### src/rtl/cgemv_pkg.sv
// ----------------------------------------------------------------------------
// cgemv_pkg
// Shared types, constants and helpers for the complex GEMV accumulate core.
// ----------------------------------------------------------------------------
package cgemv_pkg;

    localparam int DATA_WIDTH  = 16;
    localparam int FRAC_BITS   = DATA_WIDTH - 1;
    localparam int ROW_WIDTH   = 6;
    localparam int NROWS_WIDTH = 7;
    localparam int NCOLS_WIDTH = 16;
    localparam int CFG_IDX_W   = 3;
    localparam int CFG_DATA_W  = 16;
    localparam int PROD_W      = 2 * DATA_WIDTH + 1;   // 16 x 17 signed product
    localparam int SUM_W       = PROD_W + 1;           // sum of two products

    localparam int DEF_MAX_ROWS  = 64;
    localparam int DEF_ACC_WIDTH = 48;

    localparam logic [CFG_IDX_W-1:0] REG_NUM_ROWS = 3'd0;
    localparam logic [CFG_IDX_W-1:0] REG_NUM_COLS = 3'd1;
    localparam logic [CFG_IDX_W-1:0] REG_ALPHA_RE = 3'd2;
    localparam logic [CFG_IDX_W-1:0] REG_ALPHA_IM = 3'd3;
    localparam logic [CFG_IDX_W-1:0] REG_CONJ_A   = 3'd4;
    localparam logic [CFG_IDX_W-1:0] REG_CONJ_X   = 3'd5;

    typedef struct packed {
        logic signed [DATA_WIDTH-1:0] elem_re;
        logic signed [DATA_WIDTH-1:0] elem_im;
        logic signed [DATA_WIDTH-1:0] vec_re;
        logic signed [DATA_WIDTH-1:0] vec_im;
        logic signed [DATA_WIDTH-1:0] init_re;
        logic signed [DATA_WIDTH-1:0] init_im;
    } in_item_t;

    typedef struct packed {
        logic signed [DATA_WIDTH-1:0] out_re;
        logic signed [DATA_WIDTH-1:0] out_im;
        logic [ROW_WIDTH-1:0]         out_row;
        logic                         out_last;
    } out_item_t;

    typedef struct packed {
        logic [NROWS_WIDTH-1:0]       num_rows;
        logic [NCOLS_WIDTH-1:0]       num_cols;
        logic signed [DATA_WIDTH-1:0] alpha_re;
        logic signed [DATA_WIDTH-1:0] alpha_im;
        logic                         conj_a;
        logic                         conj_x;
    } cfg_t;

    typedef enum logic [2:0] {
        ST_IDLE,
        ST_XMUL,
        ST_XRND,
        ST_AMUL,
        ST_ACC,
        ST_OUT
    } state_t;

    typedef struct packed {
        logic load;
        logic x_mul;
        logic x_rnd;
        logic a_mul;
        logic acc;
        logic out_load;
        logic advance;
    } cmd_t;

    typedef struct packed {
        logic row_zero;
        logic last_col;
        logic out_busy;
    } status_t;

    // Round half up from Q.30 sum of products to Q1.15 with saturation.
    function automatic logic signed [DATA_WIDTH-1:0] round_sum(
        input logic signed [SUM_W-1:0] s
    );
        logic signed [SUM_W:0]           t;
        logic signed [SUM_W-FRAC_BITS:0] r;
        t = (SUM_W + 1)'(s) + (SUM_W + 1)'(1 << (FRAC_BITS - 1));
        r = (SUM_W - FRAC_BITS + 1)'(t >>> FRAC_BITS);
        if (r > (SUM_W - FRAC_BITS + 1)'((1 << (DATA_WIDTH - 1)) - 1)) begin
            round_sum = {1'b0, {(DATA_WIDTH-1){1'b1}}};
        end else if (r < -(SUM_W - FRAC_BITS + 1)'(1 << (DATA_WIDTH - 1))) begin
            round_sum = {1'b1, {(DATA_WIDTH-1){1'b0}}};
        end else begin
            round_sum = DATA_WIDTH'(r);
        end
    endfunction

endpackage

### src/rtl/cgemv_ctrl.sv
// ----------------------------------------------------------------------------
// cgemv_ctrl
// Sequencer: steps one request through scale (on row zero), multiply, accumulate, output.
// ----------------------------------------------------------------------------
module cgemv_ctrl (
    input  logic               aclk,
    input  logic               aresetn,
    input  logic               s_valid,
    output logic               s_ready,
    input  cgemv_pkg::status_t status,
    output cgemv_pkg::cmd_t    cmd
);
    import cgemv_pkg::*;

    state_t state_reg, state_next;

    always_ff @(posedge aclk) begin
        if (!aresetn) begin
            state_reg <= ST_IDLE;
        end else begin
            state_reg <= state_next;
        end
    end

    always_comb begin
        state_next = state_reg;
        case (state_reg)
            ST_IDLE: begin
                if (s_valid) begin
                    state_next = status.row_zero ? ST_XMUL : ST_AMUL;
                end
            end
            ST_XMUL: state_next = ST_XRND;
            ST_XRND: state_next = ST_AMUL;
            ST_AMUL: state_next = ST_ACC;
            ST_ACC:  state_next = ST_OUT;
            ST_OUT: begin
                // on the last column, hold while the previous result is still unread
                if (!(status.last_col && status.out_busy)) begin
                    state_next = ST_IDLE;
                end
            end
            default: state_next = ST_IDLE;
        endcase
    end

    always_comb begin
        cmd     = '0;
        s_ready = 1'b0;
        case (state_reg)
            ST_IDLE: begin
                s_ready  = 1'b1;
                cmd.load = s_valid;
            end
            ST_XMUL: cmd.x_mul = 1'b1;
            ST_XRND: cmd.x_rnd = 1'b1;
            ST_AMUL: cmd.a_mul = 1'b1;
            ST_ACC:  cmd.acc   = 1'b1;
            ST_OUT: begin
                if (!(status.last_col && status.out_busy)) begin
                    cmd.advance  = 1'b1;
                    cmd.out_load = status.last_col;
                end
            end
            default: cmd = '0;
        endcase
    end

endmodule

### config.mk
export PLATFORM = sky130hd
export DESIGN_NAME = cgemv_ctrl
export DESIGN_NICKNAME = d
export VERILOG_FILES = /design/src/rtl/cgemv_pkg.sv /design/src/rtl/cgemv_ctrl.sv
export SDC_FILE = /design/constraint.sdc
export NUM_CORES = 1
export LEC_CHECK = 0
export BUFFER_PORTS_ARGS = -buffer_cell sky130_fd_sc_hd__clkbuf_2
export CAP_MARGIN = 40
export CORE_AREA = 2 2 39 41
export CTS_CLUSTER_DIAMETER = 30
export DETAILED_ROUTE_END_ITERATION = 8
export DIE_AREA = 0 0 41 43
export PLACE_DENSITY = 0.45
export SYNTH_ARGS = -nofsm -noshare
export SYNTH_HDL_FRONTEND = slang
export SYNTH_SLANG_ARGS = --single-unit
### constraint.sdc
create_clock -name aclk -period 1.4 [get_ports aclk]
set_clock_uncertainty 0.15 [all_clocks]
set_input_delay 0.21 -clock aclk [delete_from_list [all_inputs] [get_ports aclk]]
set_output_delay 0.21 -clock aclk [all_outputs]
set_load 0.02 [all_outputs]
; Yosys cells after proc, flatten, opt, wreduce, memory -nomap -nowiden
; Cells that the tools add are included.
[classes]
eq_ne = 7
n_mux = 12
n_reduce_logical = 3
[ops]
columns = operator, n
row1 = $pmux 3 s6, 1
row2 = $eq 3x2->1 const B, 2
row3 = $eq 3x3->1 const B, 2
row4 = $mux 1, 6
row5 = $mux 2, 3
row6 = $mux 3, 2
row7 = $ne 2x2->1 const B, 2
row8 = $eq 3x1->1 const B, 1
row9 = $logic_not 3->1, 1
row10 = $reduce_and 2->1, 1
row11 = $logic_and 1x1->1, 1
[word_totals]
ff_bits = 3
in_bits = 6
out_inout_bits = 8
word_cells = 23

; Longest topological paths before layout
; Gate-level depths: netlist (run 1).
[logic_depth]
depth_word = 3
ltp_mapped = 3

; Worst setup path after synthesis (run 1)
; Ideal clock, no wire load.
[synth_path]
kind = reg-to-output
from = reg state_reg[1]
to = out cmd[6] in the netlist's numbering
t_arrival_ns = 1.264
required_ns = 1.040
path_slack_ns = -0.224
path_stages_with_launch = 4
path_cell_list = dfxtp_1 > buf_6 > nor3_1 > and2_1
[synth_rtl]
columns = element, line
row1 = start: declaration, cgemv_ctrl.sv:15  ; state_t state_reg, state_next;
row2 = start signal: assignment, cgemv_ctrl.sv:21  ; state_reg <= state_next;
row3 = end: declaration, cgemv_ctrl.sv:11  ; output cgemv_pkg::cmd_t cmd

==> out/results.tsv, run 1 <==
stage	metric	value	unit
synthesis	syn_inst	26	
critical_path	critPathRequiredTime	1.04	ns
clock_tree	clk_latency	0.23	ns
flow_run	drv_cap	0	
detailed_routing	dr_total_vias	258	
layout	fillers	153	
critical_path	reg2reg_from	state_reg[1]	
synthesis	yosysWarnings	0	
detailed_routing	drc	0	
timing	setup_viol	6	
grt	antenna_found_initial	0	
clock_tree	cts-htree-levels	1	
placement	placed_cells	55	
synthesis	netlist_area	241.5	um^2
min_path	whs_path_depth	2	
detailed_routing	viasPerCell	4.230	
power_and_ir_drop	p_leak	0.1828	nW
critical_path	reg2reg_slack	0.21	ns
timing	rsz0062_at_grt	true	
power_and_ir_drop	power.share.clock	0.380	
critical_path	critPathKind	flip-flop to output pin	
synthesis	ys_types	16	
detailed_routing	initialDrtViolationCount	2	
layout	area_growth	71.50	%
clock_tree	cts_tree	yes	
floorplanning	initial_core_util	0.1745	
timing	fin_hold_ws	0.07980	ns
timing	setup_slack	-0.04424	ns
floorplanning	die_w	41	um
power_and_ir_drop	p_sw	0.1285	mW
grt	grtUsageTotal	0.08333	
layout	nNetsFinal	52	
floorplanning	num_rows	14	
power_and_ir_drop	seqPwrFrac	0.282	
critical_path	path_max_fanout	7	
detailed_routing	wl	625	um
detailed_routing	wire_per_inst	10.25	um
grt	gr-total-overflow	0	
floorplanning	core-area	1384	um^2
critical_path	arrival	1.08	ns
status	violations	negative setup slack	
clock_tree	cts-root-buf	clkbuf_4	
critical_path	reg2reg_depth	3	
power_and_ir_drop	vdd_ir_drop_max	0.2760	mV
placement	place_congestion	0.6562	
critical_path	crit_path_end_kind	output pin	
timing	final_max_slew_viol_count	0	
timing	finalHoldViolCount	0	
synthesis	synth_nets	32	
placement	place_area	329.1	um^2
layout	mostFrequentLayoutCells	clkbuf_2, buf_4	
timing	fmaxAchievable	692.4	MHz
power_and_ir_drop	power_frac_comb	0.337	
critical_path	startpoint_type	flip-flop	
synthesis	synth-seq-cells	3	
critical_path	r2r_end	state_reg[0]	
grt	grt_pass1_vias	245	
synthesis	ys_seq_area_frac	0.2487	
clock_tree	cts-buffers-inserted	3	
min_path	holdPathEnd	state_reg[2]	
critical_path	critPathMaxStageDelay	0.36	ns
timing	post-route-period-util	1.032	
critical_path	cpMaxStageDelayCell	dfxtp_4	
clock_tree	clk_pin_slew	0.04	ns
detailed_routing	drtPass1Iterations	3	
power_and_ir_drop	switching_share	0.3195	
layout	stdcell_area	414.1	um^2
power_and_ir_drop	power_density	970.8	nW/um^2
clock_tree	cts_buffer_depth	2	
timing	slew_headroom	0.8270	
timing	period_minus_slack	1.444	ns
critical_path	cp_cell_sequence	nor3_2, and2_1, clkbuf_8	
min_path	hold_path.class	primary input to flip-flop	
power_and_ir_drop	p_int	0.2736	mW
layout	instances_no_fill	61	
placement	dp_hpwl	431.1	um
layout	largest_register_ffs	3	
grt	grt_max_degree	10	
clock_tree	clkSinkCount	3	
placement	port_buffers	13	
floorplanning	io_pins	14	
floorplanning	die_area	1763	um^2
timing	worst-slew-pin-transition	0.2575	ns
status	outcome	complete, but fails checks	
floorplanning	die_y	43	um
grt	grt_pass1_wl	945	um
synthesis	avgSynthCellArea	9.288	um^2
layout	drive_gt1_frac	0.7111	
layout	antennaDiodeCount	0	
min_path	worstHoldStart	aresetn	
detailed_routing	drtAntennaViolNets	0	
power_and_ir_drop	power	0.4021	mW
cells by family (layout without fill, tap and decap cells):
group                  count (synthesis)  after routing  share of synthesized area
AND/OR/NAND/NOR                       15             15                     0.4301
AO/OA/AOI/OAI                          5              5                     0.2124
flip-flops                             3              3                     0.2487
buffers and inverters                  3             22                     0.1088
synthesized netlist by cell type, drive strengths merged:
| cell | n | area, um^2 |
|---|---|---|
| nand3b | 2 | 15.01 |
| nor3 | 2 | 10.01 |
| a2111oi | 2 | 30.03 |
| buf | 2 | 22.52 |
| a21oi | 1 | 5.000 |
| o2bb2ai | 1 | 8.760 |
| nor2 | 1 | 3.750 |
| dfxtp | 3 | 60.06 |
| nand3 | 1 | 10.01 |
| a21boi | 1 | 7.510 |
| inv | 1 | 3.750 |
| nor3b | 3 | 22.52 |
| nand2b | 1 | 6.260 |
| and2 | 4 | 26.28 |
| and3b | 1 | 10.01 |
worst max-delay path, delay by kind of cell, from the launching register on:
kind | cells | cell delay, ns
buf+inv | 1 | 0.14
simple gates | 2 | 0.35
flops | 1 | 0.36
how the worst max path moves through the flow:
stage	startpoint	end	slack, ns
5_1_grt	state_reg[2]	cmd[6]	-0.09
4_1_cts	state_reg[1]	cmd[1]	-0.09
3_3_place_gp	state_reg[2]	cmd[1]	0.05
6_report	state_reg[2]	cmd[6]	-0.04
3_5_place_dp	state_reg[0]	cmd[1]	0.04
2_1_floorplan	state_reg[1]	cmd[6]	-0.009
cell type report:
type                            instances  area (um^2)  area share
Multi-Input combinational cell         20        175.2      0.4230
Timing Repair Buffer                   17        117.6      0.2840
Sequential cell                         3        71.32      0.1722
Clock buffer                            4        26.28     0.06344
Tap cell                               16        20.02     0.04834
Inverter                                1        3.754    0.009063
repair_timing:
| action | 4_1_cts | 5_1_grt |
|---|---|---|
| setup buffers | 1 | 1 |
| endpoints found under the setup margin | 8 | 7 |
| gates resized for setup | 12 | 10 |
| hold buffers | 0 | 0 |
| pin swaps | 2 | 1 |
per-layer routing:
metal	up-vias	global-route usage	share of wire
met5	-	0	0
met4	0	0.08000	0
met3	0	0.04188	0.099
met2	13	0.1063	0.47
met1	111	0.09325	0.43
li1	134	-	-
power by group through the flow:
stage	Clock [mW]	Sequential (mW)	Combinational, mW
floorplan	0	0.104	0.0888
global placement	0	0.116	0.108
detailed placement	0	0.116	0.107
CTS	0.158	0.113	0.124
global route	0.168	0.116	0.145
finish	0.153	0.114	0.136
through the flow:
stage | setup slack, ns | utilization | TNS (ns)
floorplan | -0.009292 | - | -0.009292
global placement | 0.05203 | 0.2378 | 0
detailed placement | 0.03983 | 0.2378 | 0
CTS | -0.08592 | 0.2803 | -0.3995
global route | -0.09402 | 0.2993 | -0.4667
finish | -0.04424 | 0.2993 | -0.1321
Note: power is estimated with default switching activity, not from simulation.
==> run 2, diff against run 1 <==
Settings changed: CORE_AREA 2 2 39 41 to 3 3 40 42, DIE_AREA 0 0 41 43 to 0 0 43 45.
==> out/results.tsv, run 2 (synthesized netlist as in run 1, its figures left out) <==
stage	metric	value	unit	change
status	outcome	complete, but fails checks		
status	violations	negative setup slack		
floorplanning	die_w	43	um	+4.9%
power_and_ir_drop	switching_share	0.3172		-0.002295
placement	dp_hpwl	409.4	um	-5.0%
clock_tree	cts_tree	yes		
detailed_routing	initialDrtViolationCount	0		-2
layout	nNetsFinal	54		+3.8%
power_and_ir_drop	power_frac_comb	0.381		+0.044
power_and_ir_drop	p_int	0.3002	mW	+9.7%
critical_path	crit_path_end_kind	output pin		
clock_tree	cts-htree-levels	1		unchanged
timing	fin_hold_ws	0.05994	ns	-0.01986 ns
flow_run	drv_cap	0		unchanged
critical_path	reg2reg_from	state_reg[2]		
timing	period_minus_slack	1.463	ns	+0.01832 ns
grt	grtUsageTotal	0.08667		+0.003333
layout	area_growth	90.67	%	
critical_path	arrival	1.10	ns	+0.02 ns
placement	place_congestion	0.6242		-4.9%
timing	setup_viol	6		unchanged
clock_tree	hold_buffers	0		unchanged
floorplanning	initial_core_util	0.1879		+0.01342
layout	antennaDiodeCount	0		unchanged
clock_tree	cts_buffer_depth	2		unchanged
critical_path	reg2reg_slack	0.08	ns	-0.13 ns
grt	gr-total-overflow	0		unchanged
clock_tree	clkSinkCount	3		unchanged
timing	rsz0062_at_grt	true		
floorplanning	io_pins	14		unchanged
detailed_routing	drtAntennaViolNets	0		unchanged
power_and_ir_drop	power_density	954.9	nW/um^2	-1.6%
power_and_ir_drop	power	0.4397	mW	+9.4%
timing	setup_slack	-0.06256	ns	-0.01832 ns
clock_tree	cts-buffers-inserted	3		unchanged
power_and_ir_drop	p_leak	0.2023	nW	+11%
power_and_ir_drop	vdd_ir_drop_max	0.2997	mV	+8.6%
layout	instances_no_fill	62		+1.6%
floorplanning	die_y	45	um	+4.7%
critical_path	reg2reg_depth	4		+1
layout	layout_commonest_cell	buf_4		
timing	worst-slew-pin-transition	0.2334	ns	-0.02403 ns
floorplanning	num_rows	13		-1
layout	mostFrequentLayoutCells	buf_4, clkbuf_2		
detailed_routing	drc	0		unchanged
floorplanning	core-area	1285	um^2	-7.1%
timing	fmaxAchievable	683.7	MHz	-1.3%
detailed_routing	wire_per_inst	10.35	um	+1.1%
power_and_ir_drop	power.share.clock	0.346		-0.034
timing	final_max_slew_viol_count	0		unchanged
layout	largest_register_ffs	3		unchanged
power_and_ir_drop	seqPwrFrac	0.273		-0.009
floorplanning	die_area	1935	um^2	+9.8%
min_path	worstHoldStart	aresetn		
layout	drive_gt1_frac	0.7660		+0.05485
min_path	hold_path.class	primary input to flip-flop		
detailed_routing	dr_total_vias	261		+1.2%
clock_tree	cts-root-buf	clkbuf_4		
grt	antenna_found_initial	0		unchanged
placement	port_buffers	13		unchanged
critical_path	cpMaxStageDelayCell	dfxtp_4		
timing	tns	-0.2188	ns	-0.08675 ns
placement	placed_cells	53		-3.6%
grt	grt_pass1_wl	1166	um	+23%
timing	post-route-period-util	1.045		+0.01308
detailed_routing	viasPerCell	4.210		-0.47%
grt	grt_pass1_vias	270		+10%
grt	grt_max_degree	10		unchanged
critical_path	startpoint_type	flip-flop		
critical_path	critPathRequiredTime	1.04	ns	about the same
clock_tree	clk_latency	0.23	ns	about the same
timing	slew_headroom	0.8432		+0.01615
min_path	holdPathEnd	state_reg[2]		
critical_path	r2r_end	state_reg[0]		
power_and_ir_drop	p_sw	0.1395	mW	+8.6%
timing	finalHoldViolCount	0		unchanged
placement	dp_slack	0.05399	ns	+0.01416 ns
critical_path	path_max_fanout	6		-1
min_path	whs_path_depth	2		unchanged
clock_tree	clk_pin_slew	0.04	ns	about the same
critical_path	critPathKind	flip-flop to output pin		
critical_path	cp_cell_sequence	buf_6, nor3_4, and2_4, buf_8		
detailed_routing	drtPass1Iterations	1		-2
critical_path	critPathMaxStageDelay	0.35	ns	about the same
detailed_routing	wl	642	um	+2.7%
run 2: worst max path at each step:
stage / endpoint / slack (ns) / start
global placement: cmd[1] / 0.06 / state_reg[0]
CTS: cmd[6] / -0.1 / state_reg[2]
finish: cmd[6] / -0.06 / state_reg[2]
global route: cmd[1] / -0.12 / state_reg[1]
floorplan: cmd[6] / -0.009 / state_reg[1]
detailed placement: cmd[1] / 0.05 / state_reg[0]
run 2: what timing repair did:
item,in CTS,in global routing
pin swaps,2,3
setup endpoints to repair,8,8
setup buffers,1,4
resized for setup,17,17
run 2: power by group through the flow:
stage               Sequential (mW)  Combinational [mW]  Clock, mW
floorplan                     0.104              0.0888          0
global placement              0.115               0.107          0
detailed placement            0.115               0.107          0
CTS                           0.117               0.132      0.162
global route                  0.123               0.184      0.169
finish                        0.120               0.168      0.152
run 2: through the flow:
step           area [um^2]  utilization
4_1_cts              396.6       0.3087
3_5_place_dp         320.3       0.2493
5_1_grt              460.4       0.3583
2_1_floorplan        251.5            -
3_3_place_gp         320.3       0.2493
6_report             460.4       0.3583
run 2: area by class of cell:
cell class              instances  area (um^2)
fillers                       142        824.5
multi-input cells              20        191.4
repair buffers                 19        148.9
flip-flops and latches          3        71.32
clock buffers                   4        26.28
well taps                      15        18.77
inverters                       1        3.754
run 2: layer usage:
layer,up-vias,track usage,share of wire
met4,0,0.1084,0
met2,9,0.1168,0.54
met5,-,0,0
met3,0,0.03187,0.089
li1,135,-,-
met1,117,0.09420,0.37
run 2: worst max-delay path: cells and delay by family (launching register included):
kind / cells / cell delay [ns]
flops: 1 / 0.35
simple gates: 2 / 0.29
buf+inv: 2 / 0.23
==> run 3, diff against run 2 <==
Settings changed: ABC_AREA from default to 1, CELL_PAD_IN_SITES_DETAIL_PLACEMENT from default to 1, CELL_PAD_IN_SITES_GLOBAL_PLACEMENT from default to 2, CORE_AREA 3 3 40 42 to default, CORE_MARGIN from default to 3, CORE_UTILIZATION from default to 16, DIE_AREA 0 0 43 45 to default, PLACE_DENSITY 0.45 to 0.72.
==> out/results.tsv, run 3 <==
stage	metric	value	unit	change
detailed_routing	drtAntennaViolNets	0		unchanged
synthesis	synthAdderAreaFrac	0		unchanged
clock_tree	clk_pin_slew	0.04	ns	about the same
detailed_routing	viasPerCell	4.361		+3.6%
synthesis	synth-seq-cells	3		unchanged
layout	antennaDiodeCount	0		unchanged
layout	stdcell_area	435.4	um^2	-5.4%
synthesis	synth_commonest_cells	inv_1, nand2_1, nor2_1		
grt	gr-total-overflow	0		unchanged
synthesis	synth_top_area_frac	0.2637		+0.01503
clock_tree	cts-htree-levels	1		unchanged
power_and_ir_drop	p_leak	0.2229	nW	+10%
synthesis	ys_types	13		-3
status	violations	negative setup slack		
floorplanning	die_area	1912	um^2	-1.2%
power_and_ir_drop	power	0.4762	mW	+8.3%
detailed_routing	wire_per_inst	10.69	um	+3.3%
grt	grt_pass1_vias	316		+17%
min_path	whs_path_depth	3		+1
timing	final_max_slew_viol_count	0		unchanged
synthesis	netlist_area	227.7	um^2	-5.7%
floorplanning	die_y	43.73	um	-2.8%
synthesis	synth_nets	45		+41%
timing	finalHoldViolCount	0		unchanged
placement	place_area	317.8	um^2	-0.78%
clock_tree	clkSinkCount	3		unchanged
critical_path	crit_path_end_kind	output pin		
synthesis	yosysWarnings	0		unchanged
synthesis	synth_top_family_by_area	simple AND/OR/NAND/NOR gates		
critical_path	path_max_fanout	7		+1
critical_path	reg2reg_depth	5		+1
clock_tree	cts_tree	yes		
grt	grtUsageTotal	0.08848		+0.001814
synthesis	synth-simple-area-share	0.4945		+0.06445
synthesis	ys_seq_area_frac	0.2637		+0.01503
synthesis	avgSynthCellArea	5.839	um^2	-37%
placement	dp_slack	0.09760	ns	+0.04361 ns
layout	nNetsFinal	65		+20%
detailed_routing	dr_total_vias	314		+20%
clock_tree	cts-root-buf	clkbuf_4		
timing	slew_headroom	0.9051		+0.06188
floorplanning	initial_core_util	0.1872		-0.0006838
detailed_routing	drc	0		unchanged
clock_tree	cts_buffer_depth	2		unchanged
floorplanning	core-area	1216	um^2	-5.4%
synthesis	synthArstFlopShare	0		unchanged
critical_path	critPathRequiredTime	1.04	ns	about the same
timing	setup_slack	-0.02353	ns	+0.03903 ns
floorplanning	die_w	43.73	um	+1.7%
critical_path	r2r_end	state_reg[0]		
placement	port_buffers	13		unchanged
synthesis	synth-compound-area-share	0.08791		-0.1245
timing	tns	-0.03794	ns	+0.1809 ns
min_path	hold_path.class	primary input to flip-flop		
synthesis	ys.flop_type	dfxtp_1		
synthesis	synthXorXnorAreaFrac	0		unchanged
synthesis	synth_edf_count	0		unchanged
layout	drive_gt1_frac	0.6034		-0.1625
synthesis	synth_area_leader_cell	dfxtp_1		
clock_tree	clk_latency	0.23	ns	about the same
layout	area_growth	91.21	%	
timing	fin_hold_ws	0.08439	ns	+0.02445 ns
timing	setup_viol	2		-4
synthesis	synth_area_leaders	dfxtp_1, inv_1, nand2_1		
grt	grt_max_degree	8		-2
synthesis	post-synth-top-count-cell	inv_1		
floorplanning	io_pins	14		unchanged
detailed_routing	drtPass1Iterations	2		+1
min_path	holdPathEnd	state_reg[1]		
critical_path	reg2reg_slack	0.22	ns	+0.14 ns
timing	post-route-period-util	1.017		-0.02788
critical_path	critPathKind	flip-flop to output pin		
layout	mostFrequentLayoutCells	nor2_1, buf_4, nand2_1, inv_1, clkbuf_2		
min_path	worstHoldStart	aresetn		
flow_run	drv_cap	0		unchanged
detailed_routing	wl	770	um	+20%
timing	worst-slew-pin-transition	0.1414	ns	-0.09198 ns
grt	grt_pass1_wl	1221	um	+4.7%
layout	largest_register_ffs	3		unchanged
detailed_routing	initialDrtViolationCount	2		+2
synthesis	synthMuxAreaShare	0		unchanged
power_and_ir_drop	power_density	1094	nW/um^2	+15%
critical_path	reg2reg_from	state_reg[0]		
placement	dp_hpwl	527.7	um	+29%
critical_path	arrival	1.06	ns	-0.04 ns
floorplanning	num_rows	12		-1
grt	antenna_found_initial	0		unchanged
status	outcome	complete, but fails checks		
synthesis	syn_inst	39		+50%
placement	place_congestion	0.7106		+14%
critical_path	startpoint_type	flip-flop		
power_and_ir_drop	vdd_ir_drop_max	0.5553	mV	+85%
timing	fmaxAchievable	702.5	MHz	+2.7%
clock_tree	cts-buffers-inserted	3		unchanged
timing	period_minus_slack	1.424	ns	-0.03903 ns
timing	rsz0062_at_grt	true		
run 3: how the worst max path moves through the flow:
stage,slack [ns],to,start,cells after the start
detailed placement,0.1,cmd[1],state_reg[0],3
floorplan,0.09,cmd[5],state_reg[0],2
finish,-0.02,cmd[1],state_reg[1],4
global placement,0.12,cmd[1],state_reg[0],3
CTS,-0.04,cmd[1],state_reg[1],4
global route,-0.09,cmd[6],state_reg[0],4
run 3: layout make-up:
type                    count  area [um^2]
fillers                   148        780.7
inverters                   8        32.53
repair buffers             16        120.1
well taps                  14        17.52
flip-flops and latches      3        71.32
multi-input cells          27        167.7
clock buffers               4        26.28
run 3: repair_timing:
item	4_1_cts	5_1_grt
hold buffers	0	0
pin swaps	3	2
setup endpoints to repair	8	8
buffers inserted	2	0
hold endpoints to repair	0	0
resized for setup	18	18
run 3: per-layer routing:
layer / up-vias / routed length (um) / share of wire / track usage
met1: 145 / 266 / 0.35 / 0.08010
met3: 2 / 38 / 0.049 / 0.01245
met5: - / 0 / 0 / 0
li1: 160 / - / - / -
met2: 7 / 452 / 0.59 / 0.1686
met4: 0 / 12 / 0.016 / 0.07229
run 3: logic make-up (layout without fill, tap and decap cells):
kind of cell	count (synthesis)	after routing
flops	3	3
buf+inv	9	28
simple gates	23	23
compound gates	4	4
run 3: stage by stage:
| stage | cells | util |
|---|---|---|
| floorplan | 39 | - |
| global placement | 66 | 0.2613 |
| detailed placement | 66 | 0.2613 |
| CTS | 72 | 0.3385 |
| global route | 72 | 0.3580 |
| finish | 72 | 0.3580 |
run 3: report_power, final:
part,total (mW),internal (mW),switching (mW)
clock network,0.156,0.107,0.0494
logic,0.193,0.0885,0.104
registers,0.127,0.0989,0.0280
total,0.476,0.295,0.182
run 3: critical path, cell delays in order, from the launching register on:
cell and delay [ns]:
dfxtp_4 0.37, inv_4 0.07, nand3_4 0.07, nor3b_2 0.15
buf_4 0.16
